--- src/rtl/pmct_pkg.sv ---
// Shared types, constants and the delta decoder for the PS/2 cursor tracker.
`timescale 1ns / 1ps

package pmct_pkg;

  // Defaults for top-level parameters
  localparam int COORD_BITS_DEF  = 12;
  localparam int QUEUE_DEPTH_DEF = 2;

  // Configuration port
  localparam int CFG_W     = 13;
  localparam int CFG_IDX_W = 2;
  localparam logic [CFG_IDX_W-1:0] REG_SCREEN_WIDTH  = 2'd0;
  localparam logic [CFG_IDX_W-1:0] REG_SCREEN_HEIGHT = 2'd1;
  localparam logic [CFG_W-1:0] SCREEN_WIDTH_RST  = 13'd1024;
  localparam logic [CFG_W-1:0] SCREEN_HEIGHT_RST = 13'd768;

  // Cursor sprite size
  localparam logic [CFG_W-1:0] CURSOR_W = 13'd12;
  localparam logic [CFG_W-1:0] CURSOR_H = 13'd19;

  // Header byte bit positions
  localparam int HDR_LEFT_BIT   = 0;
  localparam int HDR_RIGHT_BIT  = 1;
  localparam int HDR_ONE_BIT    = 3;
  localparam int HDR_XSIGN_BIT  = 4;
  localparam int HDR_YSIGN_BIT  = 5;
  localparam int HDR_XOVF_BIT   = 6;
  localparam int HDR_YOVF_BIT   = 7;

  // Decoded delta: -511 .. 510
  localparam int DELTA_W = 10;
  localparam logic signed [DELTA_W-1:0] OVF_ADD = 10'sd255;

  // Packet assembler states
  typedef enum logic [1:0] {
    ST_HDR = 2'd0,
    ST_X   = 2'd1,
    ST_Y   = 2'd2
  } st_t;

  // One complete packet passed from front to back
  typedef struct packed {
    logic [7:0] hdr;
    logic [7:0] xmv;
    logic [7:0] ymv;
  } pkt_t;

  // Screen size registers
  typedef struct packed {
    logic [CFG_W-1:0] width;
    logic [CFG_W-1:0] height;
  } scr_cfg_t;

  // 9-bit two's complement movement plus 255 more on overflow
  function automatic logic signed [DELTA_W-1:0] decode_delta(
    input logic [7:0] mv,
    input logic       neg,
    input logic       ovf
  );
    logic signed [DELTA_W-1:0] base;
    logic signed [DELTA_W-1:0] adj;
    base = {neg, neg, mv};
    adj  = ovf ? (neg ? -OVF_ADD : OVF_ADD) : '0;
    return base + adj;
  endfunction

endpackage

--- src/rtl/pmct_front.sv ---
// Packet assembler: gathers header, X and Y bytes and pushes whole packets.
`timescale 1ns / 1ps

module pmct_front (
  input  logic            clk,
  input  logic            rst_n,
  input  logic            in_valid,
  output logic            in_ready,
  input  logic [7:0]      in_rx_byte,
  output logic            q_push,
  input  logic            q_ready,
  output pmct_pkg::pkt_t  q_data
);
  import pmct_pkg::*;

  st_t        state_r, state_nxt;
  logic [7:0] hdr_r;
  logic [7:0] xmv_r;
  logic       acc;
  logic       hdr_ok;

  assign acc    = in_valid && in_ready;
  assign hdr_ok = in_rx_byte[HDR_ONE_BIT];

  // Only the third byte needs room in the queue
  assign in_ready = (state_r != ST_Y) || q_ready;

  // Next state
  always_comb begin
    state_nxt = state_r;
    if (acc) begin
      case (state_r)
        ST_HDR:  state_nxt = hdr_ok ? ST_X : ST_HDR;
        ST_X:    state_nxt = ST_Y;
        ST_Y:    state_nxt = ST_HDR;
        default: state_nxt = hdr_ok ? ST_X : ST_HDR;
      endcase
    end
  end

  // Outputs
  always_comb begin
    q_push = 1'b0;
    case (state_r)
      ST_Y:    q_push = acc;
      default: q_push = 1'b0;
    endcase
  end

  assign q_data = '{hdr: hdr_r, xmv: xmv_r, ymv: in_rx_byte};

  always_ff @(posedge clk) begin
    if (!rst_n) begin
      state_r <= ST_HDR;
    end else begin
      state_r <= state_nxt;
    end
  end

  // Stored packet bytes
  always_ff @(posedge clk) begin
    if (acc && (state_r != ST_X) && (state_r != ST_Y) && hdr_ok) begin
      hdr_r <= in_rx_byte;
    end
    if (acc && (state_r == ST_X)) begin
      xmv_r <= in_rx_byte;
    end
  end

`ifndef ASSERT_OFF
  // A pushed packet always sends the assembler back to header hunting
  a_push_to_hdr: assert property (@(posedge clk) disable iff (!rst_n)
    q_push |=> (state_r == ST_HDR))
    else $error("front: not back at header after push");
`endif

endmodule

--- src/rtl/pmct_fifo.sv ---
// Small register queue between the packet assembler and the cursor unit.
`timescale 1ns / 1ps

module pmct_fifo #(
  parameter int DEPTH = pmct_pkg::QUEUE_DEPTH_DEF
) (
  input  logic            clk,
  input  logic            rst_n,
  input  logic            wr_en,
  output logic            wr_ready,
  input  pmct_pkg::pkt_t  wr_data,
  output logic            rd_valid,
  input  logic            rd_en,
  output pmct_pkg::pkt_t  rd_data
);
  import pmct_pkg::*;

  localparam int AW = (DEPTH > 1) ? $clog2(DEPTH) : 1;
  localparam int CW = $clog2(DEPTH + 1);

  pkt_t            mem_r [DEPTH];
  logic [AW-1:0]   wr_ptr_r, rd_ptr_r;
  logic [CW-1:0]   cnt_r, cnt_nxt;
  logic            do_wr, do_rd;

  assign wr_ready = (cnt_r != CW'(DEPTH));
  assign rd_valid = (cnt_r != '0);
  assign do_wr    = wr_en && wr_ready;
  assign do_rd    = rd_en && rd_valid;
  assign rd_data  = mem_r[rd_ptr_r];

  // Occupancy
  always_comb begin
    cnt_nxt = cnt_r;
    if (do_wr && !do_rd) cnt_nxt = cnt_r + 1'b1;
    if (do_rd && !do_wr) cnt_nxt = cnt_r - 1'b1;
  end

  always_ff @(posedge clk) begin
    if (!rst_n) begin
      wr_ptr_r <= '0;
      rd_ptr_r <= '0;
      cnt_r    <= '0;
    end else begin
      cnt_r <= cnt_nxt;
      if (do_wr) begin
        wr_ptr_r <= (wr_ptr_r == AW'(DEPTH - 1)) ? '0 : wr_ptr_r + 1'b1;
      end
      if (do_rd) begin
        rd_ptr_r <= (rd_ptr_r == AW'(DEPTH - 1)) ? '0 : rd_ptr_r + 1'b1;
      end
    end
  end

  // Entry storage
  always_ff @(posedge clk) begin
    if (do_wr) begin
      mem_r[wr_ptr_r] <= wr_data;
    end
  end

`ifndef ASSERT_OFF
  // An empty queue has equal read and write pointers
  a_ptr_cnt: assert property (@(posedge clk) disable iff (!rst_n)
    (cnt_r == '0) |-> (wr_ptr_r == rd_ptr_r))
    else $error("fifo: empty but pointers differ");
`endif

endmodule

--- src/rtl/pmct_back.sv ---
// Cursor unit: decodes deltas, moves the cursor with bounds and holds the result.
`timescale 1ns / 1ps

module pmct_back #(
  parameter int COORD_BITS = pmct_pkg::COORD_BITS_DEF
) (
  input  logic                   clk,
  input  logic                   rst_n,
  input  pmct_pkg::scr_cfg_t     scr,
  input  logic                   q_valid,
  output logic                   q_pop,
  input  pmct_pkg::pkt_t         q_data,
  output logic                   out_valid,
  input  logic                   out_ready,
  output logic [COORD_BITS-1:0]  out_cursor_x,
  output logic [COORD_BITS-1:0]  out_cursor_y,
  output logic                   out_left_pressed,
  output logic                   out_right_pressed
);
  import pmct_pkg::*;

  // Wide enough for coordinate plus delta and for size minus cursor
  localparam int CALC_W = COORD_BITS + 6;

  logic                      out_valid_r;
  logic [COORD_BITS-1:0]     pos_x_r, pos_x_nxt;
  logic [COORD_BITS-1:0]     pos_y_r, pos_y_nxt;
  logic                      left_r, right_r;
  logic signed [DELTA_W-1:0] dx, dy;

  // New coordinate, or the old one when it leaves the allowed range
  function automatic logic [COORD_BITS-1:0] move_axis(
    input logic [COORD_BITS-1:0]    old,
    input logic signed [CALC_W-1:0] delta,
    input logic [CFG_W-1:0]         size,
    input logic [CFG_W-1:0]         cur
  );
    logic signed [CALC_W-1:0] nv;
    logic signed [CALC_W-1:0] lim;
    logic signed [CALC_W-1:0] cmax;
    nv   = signed'({{(CALC_W - COORD_BITS){1'b0}}, old}) + delta;
    lim  = signed'({{(CALC_W - CFG_W){1'b0}}, size})
         - signed'({{(CALC_W - CFG_W){1'b0}}, cur});
    cmax = signed'({{(CALC_W - COORD_BITS){1'b0}}, {COORD_BITS{1'b1}}});
    if (nv < 0 || nv > lim || nv > cmax) return old;
    return nv[COORD_BITS-1:0];
  endfunction

  assign q_pop = q_valid && (!out_valid_r || out_ready);

  // Delta decode and position update
  always_comb begin
    dx = decode_delta(q_data.xmv, q_data.hdr[HDR_XSIGN_BIT], q_data.hdr[HDR_XOVF_BIT]);
    dy = decode_delta(q_data.ymv, q_data.hdr[HDR_YSIGN_BIT], q_data.hdr[HDR_YOVF_BIT]);
    pos_x_nxt = move_axis(pos_x_r, {{(CALC_W - DELTA_W){dx[DELTA_W-1]}}, dx},
                          scr.width, CURSOR_W);
    // Mouse Y up moves the row up
    pos_y_nxt = move_axis(pos_y_r, -{{(CALC_W - DELTA_W){dy[DELTA_W-1]}}, dy},
                          scr.height, CURSOR_H);
  end

  always_ff @(posedge clk) begin
    if (!rst_n) begin
      out_valid_r <= 1'b0;
      pos_x_r     <= '0;
      pos_y_r     <= '0;
    end else begin
      if (q_pop) begin
        out_valid_r <= 1'b1;
        pos_x_r     <= pos_x_nxt;
        pos_y_r     <= pos_y_nxt;
      end else if (out_ready) begin
        out_valid_r <= 1'b0;
      end
    end
  end

  // Button bits of the last packet
  always_ff @(posedge clk) begin
    if (q_pop) begin
      left_r  <= q_data.hdr[HDR_LEFT_BIT];
      right_r <= q_data.hdr[HDR_RIGHT_BIT];
    end
  end

  assign out_valid         = out_valid_r;
  assign out_cursor_x      = pos_x_r;
  assign out_cursor_y      = pos_y_r;
  assign out_left_pressed  = left_r;
  assign out_right_pressed = right_r;

`ifndef ASSERT_OFF
  // Position only moves when a packet is taken from the queue
  a_pos_hold: assert property (@(posedge clk) disable iff (!rst_n)
    !q_pop |=> ($stable(pos_x_r) && $stable(pos_y_r)))
    else $error("back: position changed without a packet");

  // A taken packet always yields a result item
  a_pop_out: assert property (@(posedge clk) disable iff (!rst_n)
    q_pop |=> out_valid_r)
    else $error("back: packet taken but no result");
`endif

endmodule

--- src/rtl/ps2_mouse_packet_cursor_tracker_top.sv ---
// Top level of the PS/2 mouse packet decoder and cursor tracker.
//
//  channel  | handshake             | payload
//  ---------+-----------------------+-----------------------------------------
//  in       | in_valid / in_ready   | in_rx_byte[7:0]
//  out      | out_valid / out_ready | out_cursor_x/y, out_left/right_pressed
//  cfg      | cfg_valid / cfg_ready | cfg_index (0 width, 1 height), cfg_data
//
// One byte per cycle in while in_ready is high. A completed packet is written
// to the packet queue; the cursor unit takes it and registers its result.
// Synchronous active-low reset: cursor at 0,0, screen 1024 x 768, hunting
// for a header. in_ready drops only on a third byte while the queue is full;
// a stalled output backs up into the queue, cfg_ready is always high.
`timescale 1ns / 1ps

module ps2_mouse_packet_cursor_tracker_top #(
  parameter int COORD_BITS  = pmct_pkg::COORD_BITS_DEF,
  parameter int QUEUE_DEPTH = pmct_pkg::QUEUE_DEPTH_DEF
) (
  input  logic                            clk,
  input  logic                            rst_n,
  input  logic                            in_valid,
  output logic                            in_ready,
  input  logic [7:0]                      in_rx_byte,
  output logic                            out_valid,
  input  logic                            out_ready,
  output logic [COORD_BITS-1:0]           out_cursor_x,
  output logic [COORD_BITS-1:0]           out_cursor_y,
  output logic                            out_left_pressed,
  output logic                            out_right_pressed,
  input  logic                            cfg_valid,
  output logic                            cfg_ready,
  input  logic [pmct_pkg::CFG_IDX_W-1:0]  cfg_index,
  input  logic [pmct_pkg::CFG_W-1:0]      cfg_data
);
  import pmct_pkg::*;

  scr_cfg_t scr_r;
  logic     q_push, q_ready, q_valid, q_pop;
  pkt_t     q_wdata, q_rdata;

  // Screen size registers
  assign cfg_ready = 1'b1;

  always_ff @(posedge clk) begin
    if (!rst_n) begin
      scr_r.width  <= SCREEN_WIDTH_RST;
      scr_r.height <= SCREEN_HEIGHT_RST;
    end else if (cfg_valid && cfg_ready) begin
      case (cfg_index)
        REG_SCREEN_WIDTH:  scr_r.width  <= cfg_data;
        REG_SCREEN_HEIGHT: scr_r.height <= cfg_data;
        default: ;
      endcase
    end
  end

  pmct_front u_front (
    .clk        (clk),
    .rst_n      (rst_n),
    .in_valid   (in_valid),
    .in_ready   (in_ready),
    .in_rx_byte (in_rx_byte),
    .q_push     (q_push),
    .q_ready    (q_ready),
    .q_data     (q_wdata)
  );

  pmct_fifo #(
    .DEPTH (QUEUE_DEPTH)
  ) u_fifo (
    .clk      (clk),
    .rst_n    (rst_n),
    .wr_en    (q_push),
    .wr_ready (q_ready),
    .wr_data  (q_wdata),
    .rd_valid (q_valid),
    .rd_en    (q_pop),
    .rd_data  (q_rdata)
  );

  pmct_back #(
    .COORD_BITS (COORD_BITS)
  ) u_back (
    .clk               (clk),
    .rst_n             (rst_n),
    .scr               (scr_r),
    .q_valid           (q_valid),
    .q_pop             (q_pop),
    .q_data            (q_rdata),
    .out_valid         (out_valid),
    .out_ready         (out_ready),
    .out_cursor_x      (out_cursor_x),
    .out_cursor_y      (out_cursor_y),
    .out_left_pressed  (out_left_pressed),
    .out_right_pressed (out_right_pressed)
  );

endmodule
--- config.mk ---
export PLATFORM = sky130hd
export DESIGN_NAME = ps2_mouse_packet_cursor_tracker_top
export DESIGN_NICKNAME = d
export VERILOG_FILES = /design/src/rtl/pmct_pkg.sv /design/src/rtl/pmct_front.sv /design/src/rtl/pmct_fifo.sv /design/src/rtl/pmct_back.sv /design/src/rtl/ps2_mouse_packet_cursor_tracker_top.sv
export SDC_FILE = /design/constraint.sdc
export NUM_CORES = 1
export LEC_CHECK = 0
export BUFFER_PORTS_ARGS = -buffer_cell sky130_fd_sc_hd__buf_2
export CAP_MARGIN = 20
export CORE_MARGIN = 3
export CORE_UTILIZATION = 55
export CTS_CLUSTER_SIZE = 16
export DETAILED_ROUTE_END_ITERATION = 10
export PLACE_DENSITY = 0.74
export SYNTH_ARGS = -nofsm -noshare
export SYNTH_HDL_FRONTEND = slang
export SYNTH_SLANG_ARGS = --single-unit
--- constraint.sdc ---
create_clock -name clk -period 14.74 [get_ports clk]
set_input_delay 0.737 -clock clk [delete_from_list [all_inputs] [get_ports clk]]
set_output_delay 0.737 -clock clk [all_outputs]
set_load 0.005 [all_outputs]
==> metrics.cfg <==
[worst_hold_path]
hp-class=reg -> reg
hold_path.startpoint=u_front.hdr_r[1]

[sta]
holdWs_ns=0.4455
slew_headroom_pct=30.92
fin_skew_ns=0.006610
fmax_mhz=144.4
final.period_utilization_pct=46.97
hold_violations=0
tns_ns=0
period_minus_slack_ns=6.924
drv_slew=0
tightest_slew_ns=1.007
rsz0062_at_grt=false
setup_viol=0

[route]
vias_per_cell=5.812
drt_iter0_drc=374
drt-total-wl_um=16130
ant_nets=0
vias=5824
wl_per_cell_um=16.10
drc=0
dr.pass1.iters=5

[critical_path]
end_kind=flop
worst_path_largest_cell_delay_ns=0.58
path_max_fanout=29
crit_type=reg -> reg
timing.rr.end=u_back.out_cursor_y[6]
critical-path-slowest-cell=or2_1
arrival_ns=7.26
rrSetupSlack_ns=7.82
required_ns=15.08
critPathLaunchType=flop
cp-endpoint=u_back.out_cursor_y[6]
rr_worst_depth=28

[placement]
numPortBuffers=55
gp_congestion=0.9042
place_hpwl_um=12210

[clocking]
cts_sinks=118
cts_buffer_depth=2
insertion_delay_ns=0.41
tritoncts=yes
cts_buffers=17
clockRootBuffer=clkbuf_16
htreeDepth=4
ctsHoldBuffers=0
postCtsSetupBuffers=0
clk_pin_slew_ns=0.06
cts_resized=0

[global_routing]
antenna_found_initial=0
grt_usage_pct=22.96
grt_pass1_vias=5837
grt_max_degree=30
grt-ovfl-total=0
grt_pass1_wl_um=27060

[logic_synthesis]
yosys.area.top_type_share_pct=24.53
synth_ff_type=edfxtp_1
synth_area_mm2=0.007345
synth-xor-area-share_pct=6.508
synthArstFlopShare_pct=0
synth_compound_area_share_pct=15.35
synth_nets=864
synth_commonest_cells=nand2_1, ha_1, a21oi_1, edfxtp_1, dfxtp_1
yosysMostFrequentCell=nand2_1
synth-simple-area-share_pct=16.35
synth_edf_count=60
yosys.area.top_type=edfxtp_1
ys_seq_elements=118
synthAdderAreaFrac_pct=13.36
ys_seq_area_share_pct=40.34
synth_top_family_by_area=simple AND/OR/NAND/NOR gates
ys_warn_count=0
netlist-cell-type-count=73
synthTopCellsByArea=edfxtp_1, dfxtp_1, ha_1
syn_inst=760
synthMuxAreaShare_pct=4.787
synth.avg_cell_area_um2=9.664

[floorplanning]
core_area_mm2=0.01282
rows=41
fp.dieH_um=121.6
die_w_um=121.6
die-area_mm2=0.01478
start_util_pct=57.27
io_pins=57

[cells_and_area]
diodes=0
multi_input_area_mm2=0.004149
drive_above_1_share_pct=15.06
fillers=1020
regArea_mm2=0.002963
utilization_pct=64.93
finalNetCount=921
area.growth.synth_to_final_pct=13.37

[power]
ir_worst_vdd_mv=0.1230
power_density_mw_per_mm2=136.8
p_leak_uw=0.003423

[run_status]
status=finished clean

[flow_run]
maxCapViolCount=0

==> layer usage <==
layer	GRT usage (%)	up-vias	wire (um)
met1	29.71	2757	7217
met3	4.689	33	757
met5	0	-	0
met2	38.20	154	7725
li1	-	2880	-
met4	8.543	0	428
==> final cells by class <==
cell class	instances	area share [%]
Clock buffer	17	5.109
Clock inverter	15	1.458
Inverter	36	1.623
Multi-Input combinational cell	583	49.83
Sequential cell	118	35.58
Tap cell	172	2.585
Timing Repair Buffer	61	3.817
==> worst max-delay path: cells and delay by family, from the launching register on <==
family / cells / cell delay (ns)
and+or+nand+nor: 6 / 1.42
DFF: 1 / 0.30
AOI/OAI and AO/OA: 12 / 2.45
xor gates and xnor gates: 1 / 0.21
adders and majority gates: 3 / 1.10
muxes: 2 / 0.67
buffers and inverters: 4 / 0.67
==> report_power, final <==
group | internal [uW] | total (uW) | switching (uW)
logic | 163 | 388 | 225
registers | 362 | 377 | 14.8
clock network | 218 | 375 | 157
==> flip-flops by register name, summed over array words and instances (netlist names), named ones only <==
| name | flops |
|---|---|
| scr_r | 26 |
| u_fifo.wr_ptr_r | 1 |
| u_back.out_cursor_y | 12 |
| u_front.xmv_r | 8 |
| u_back.out_valid | 1 |
| u_fifo.cnt_r | 2 |
| u_fifo.mem_r | 44 |
| u_front.state_r | 2 |
| u_front.hdr_r | 6 |
| u_back.out_left_pressed | 1 |
| u_back.out_cursor_x | 12 |
| u_fifo.rd_ptr_r | 1 |
| u_back.out_right_pressed | 1 |
==> cell families after synthesis <==
family / after synthesis
muxes: 32
AOI/OAI and AO/OA: 173
xor gates and xnor gates: 53
adders and majority gates: 76
buffers and inverters: 59
DFF: 118
other: 1
and+or+nand+nor: 248
==> how the worst min path moves through the flow <==
stage | to | cells after the start
global placement | u_fifo.mem_r[0][13] | 0
detailed placement | u_fifo.mem_r[0][12] | 0
finish | u_fifo.mem_r[0][17] | 0
CTS | u_fifo.mem_r[0][17] | 0
floorplan | u_fifo.mem_r[0][10] | 0
global route | u_fifo.mem_r[0][12] | 0
==> through the flow <==
step	total power (uW)	setup slack [ns]	area, um2	cells
floorplan	667.9	8.592	7345	760
global placement	743.9	8.192	7775	969
detailed placement	762.8	7.896	7775	969
CTS	1142	7.861	8322	1001
global route	1214	7.246	8327	1002
finish	1139	7.816	8327	1002
==> placed cells by master, fill, tap and decap left out, types with 6 or more instances in the layout <==
cell / instances
nand2_1: 94
ha_1: 72
a21oi_1: 68
edfxtp_1: 60
dfxtp_1: 58
buf_2: 56
nor2_1: 42
inv_1: 36
xnor2_1: 36
o21ai_0: 26
nand3_1: 26
nor3_1: 18
mux2_2: 18
clkbuf_16: 17
xor2_1: 16
o21a_1: 14
a21o_1: 12
mux2i_1: 12
nor2b_1: 9
nand2b_1: 8
o31a_1: 7
or3_1: 7
and3_1: 6
clkinvlp_4: 6
(Power assumes the default switching activity.)
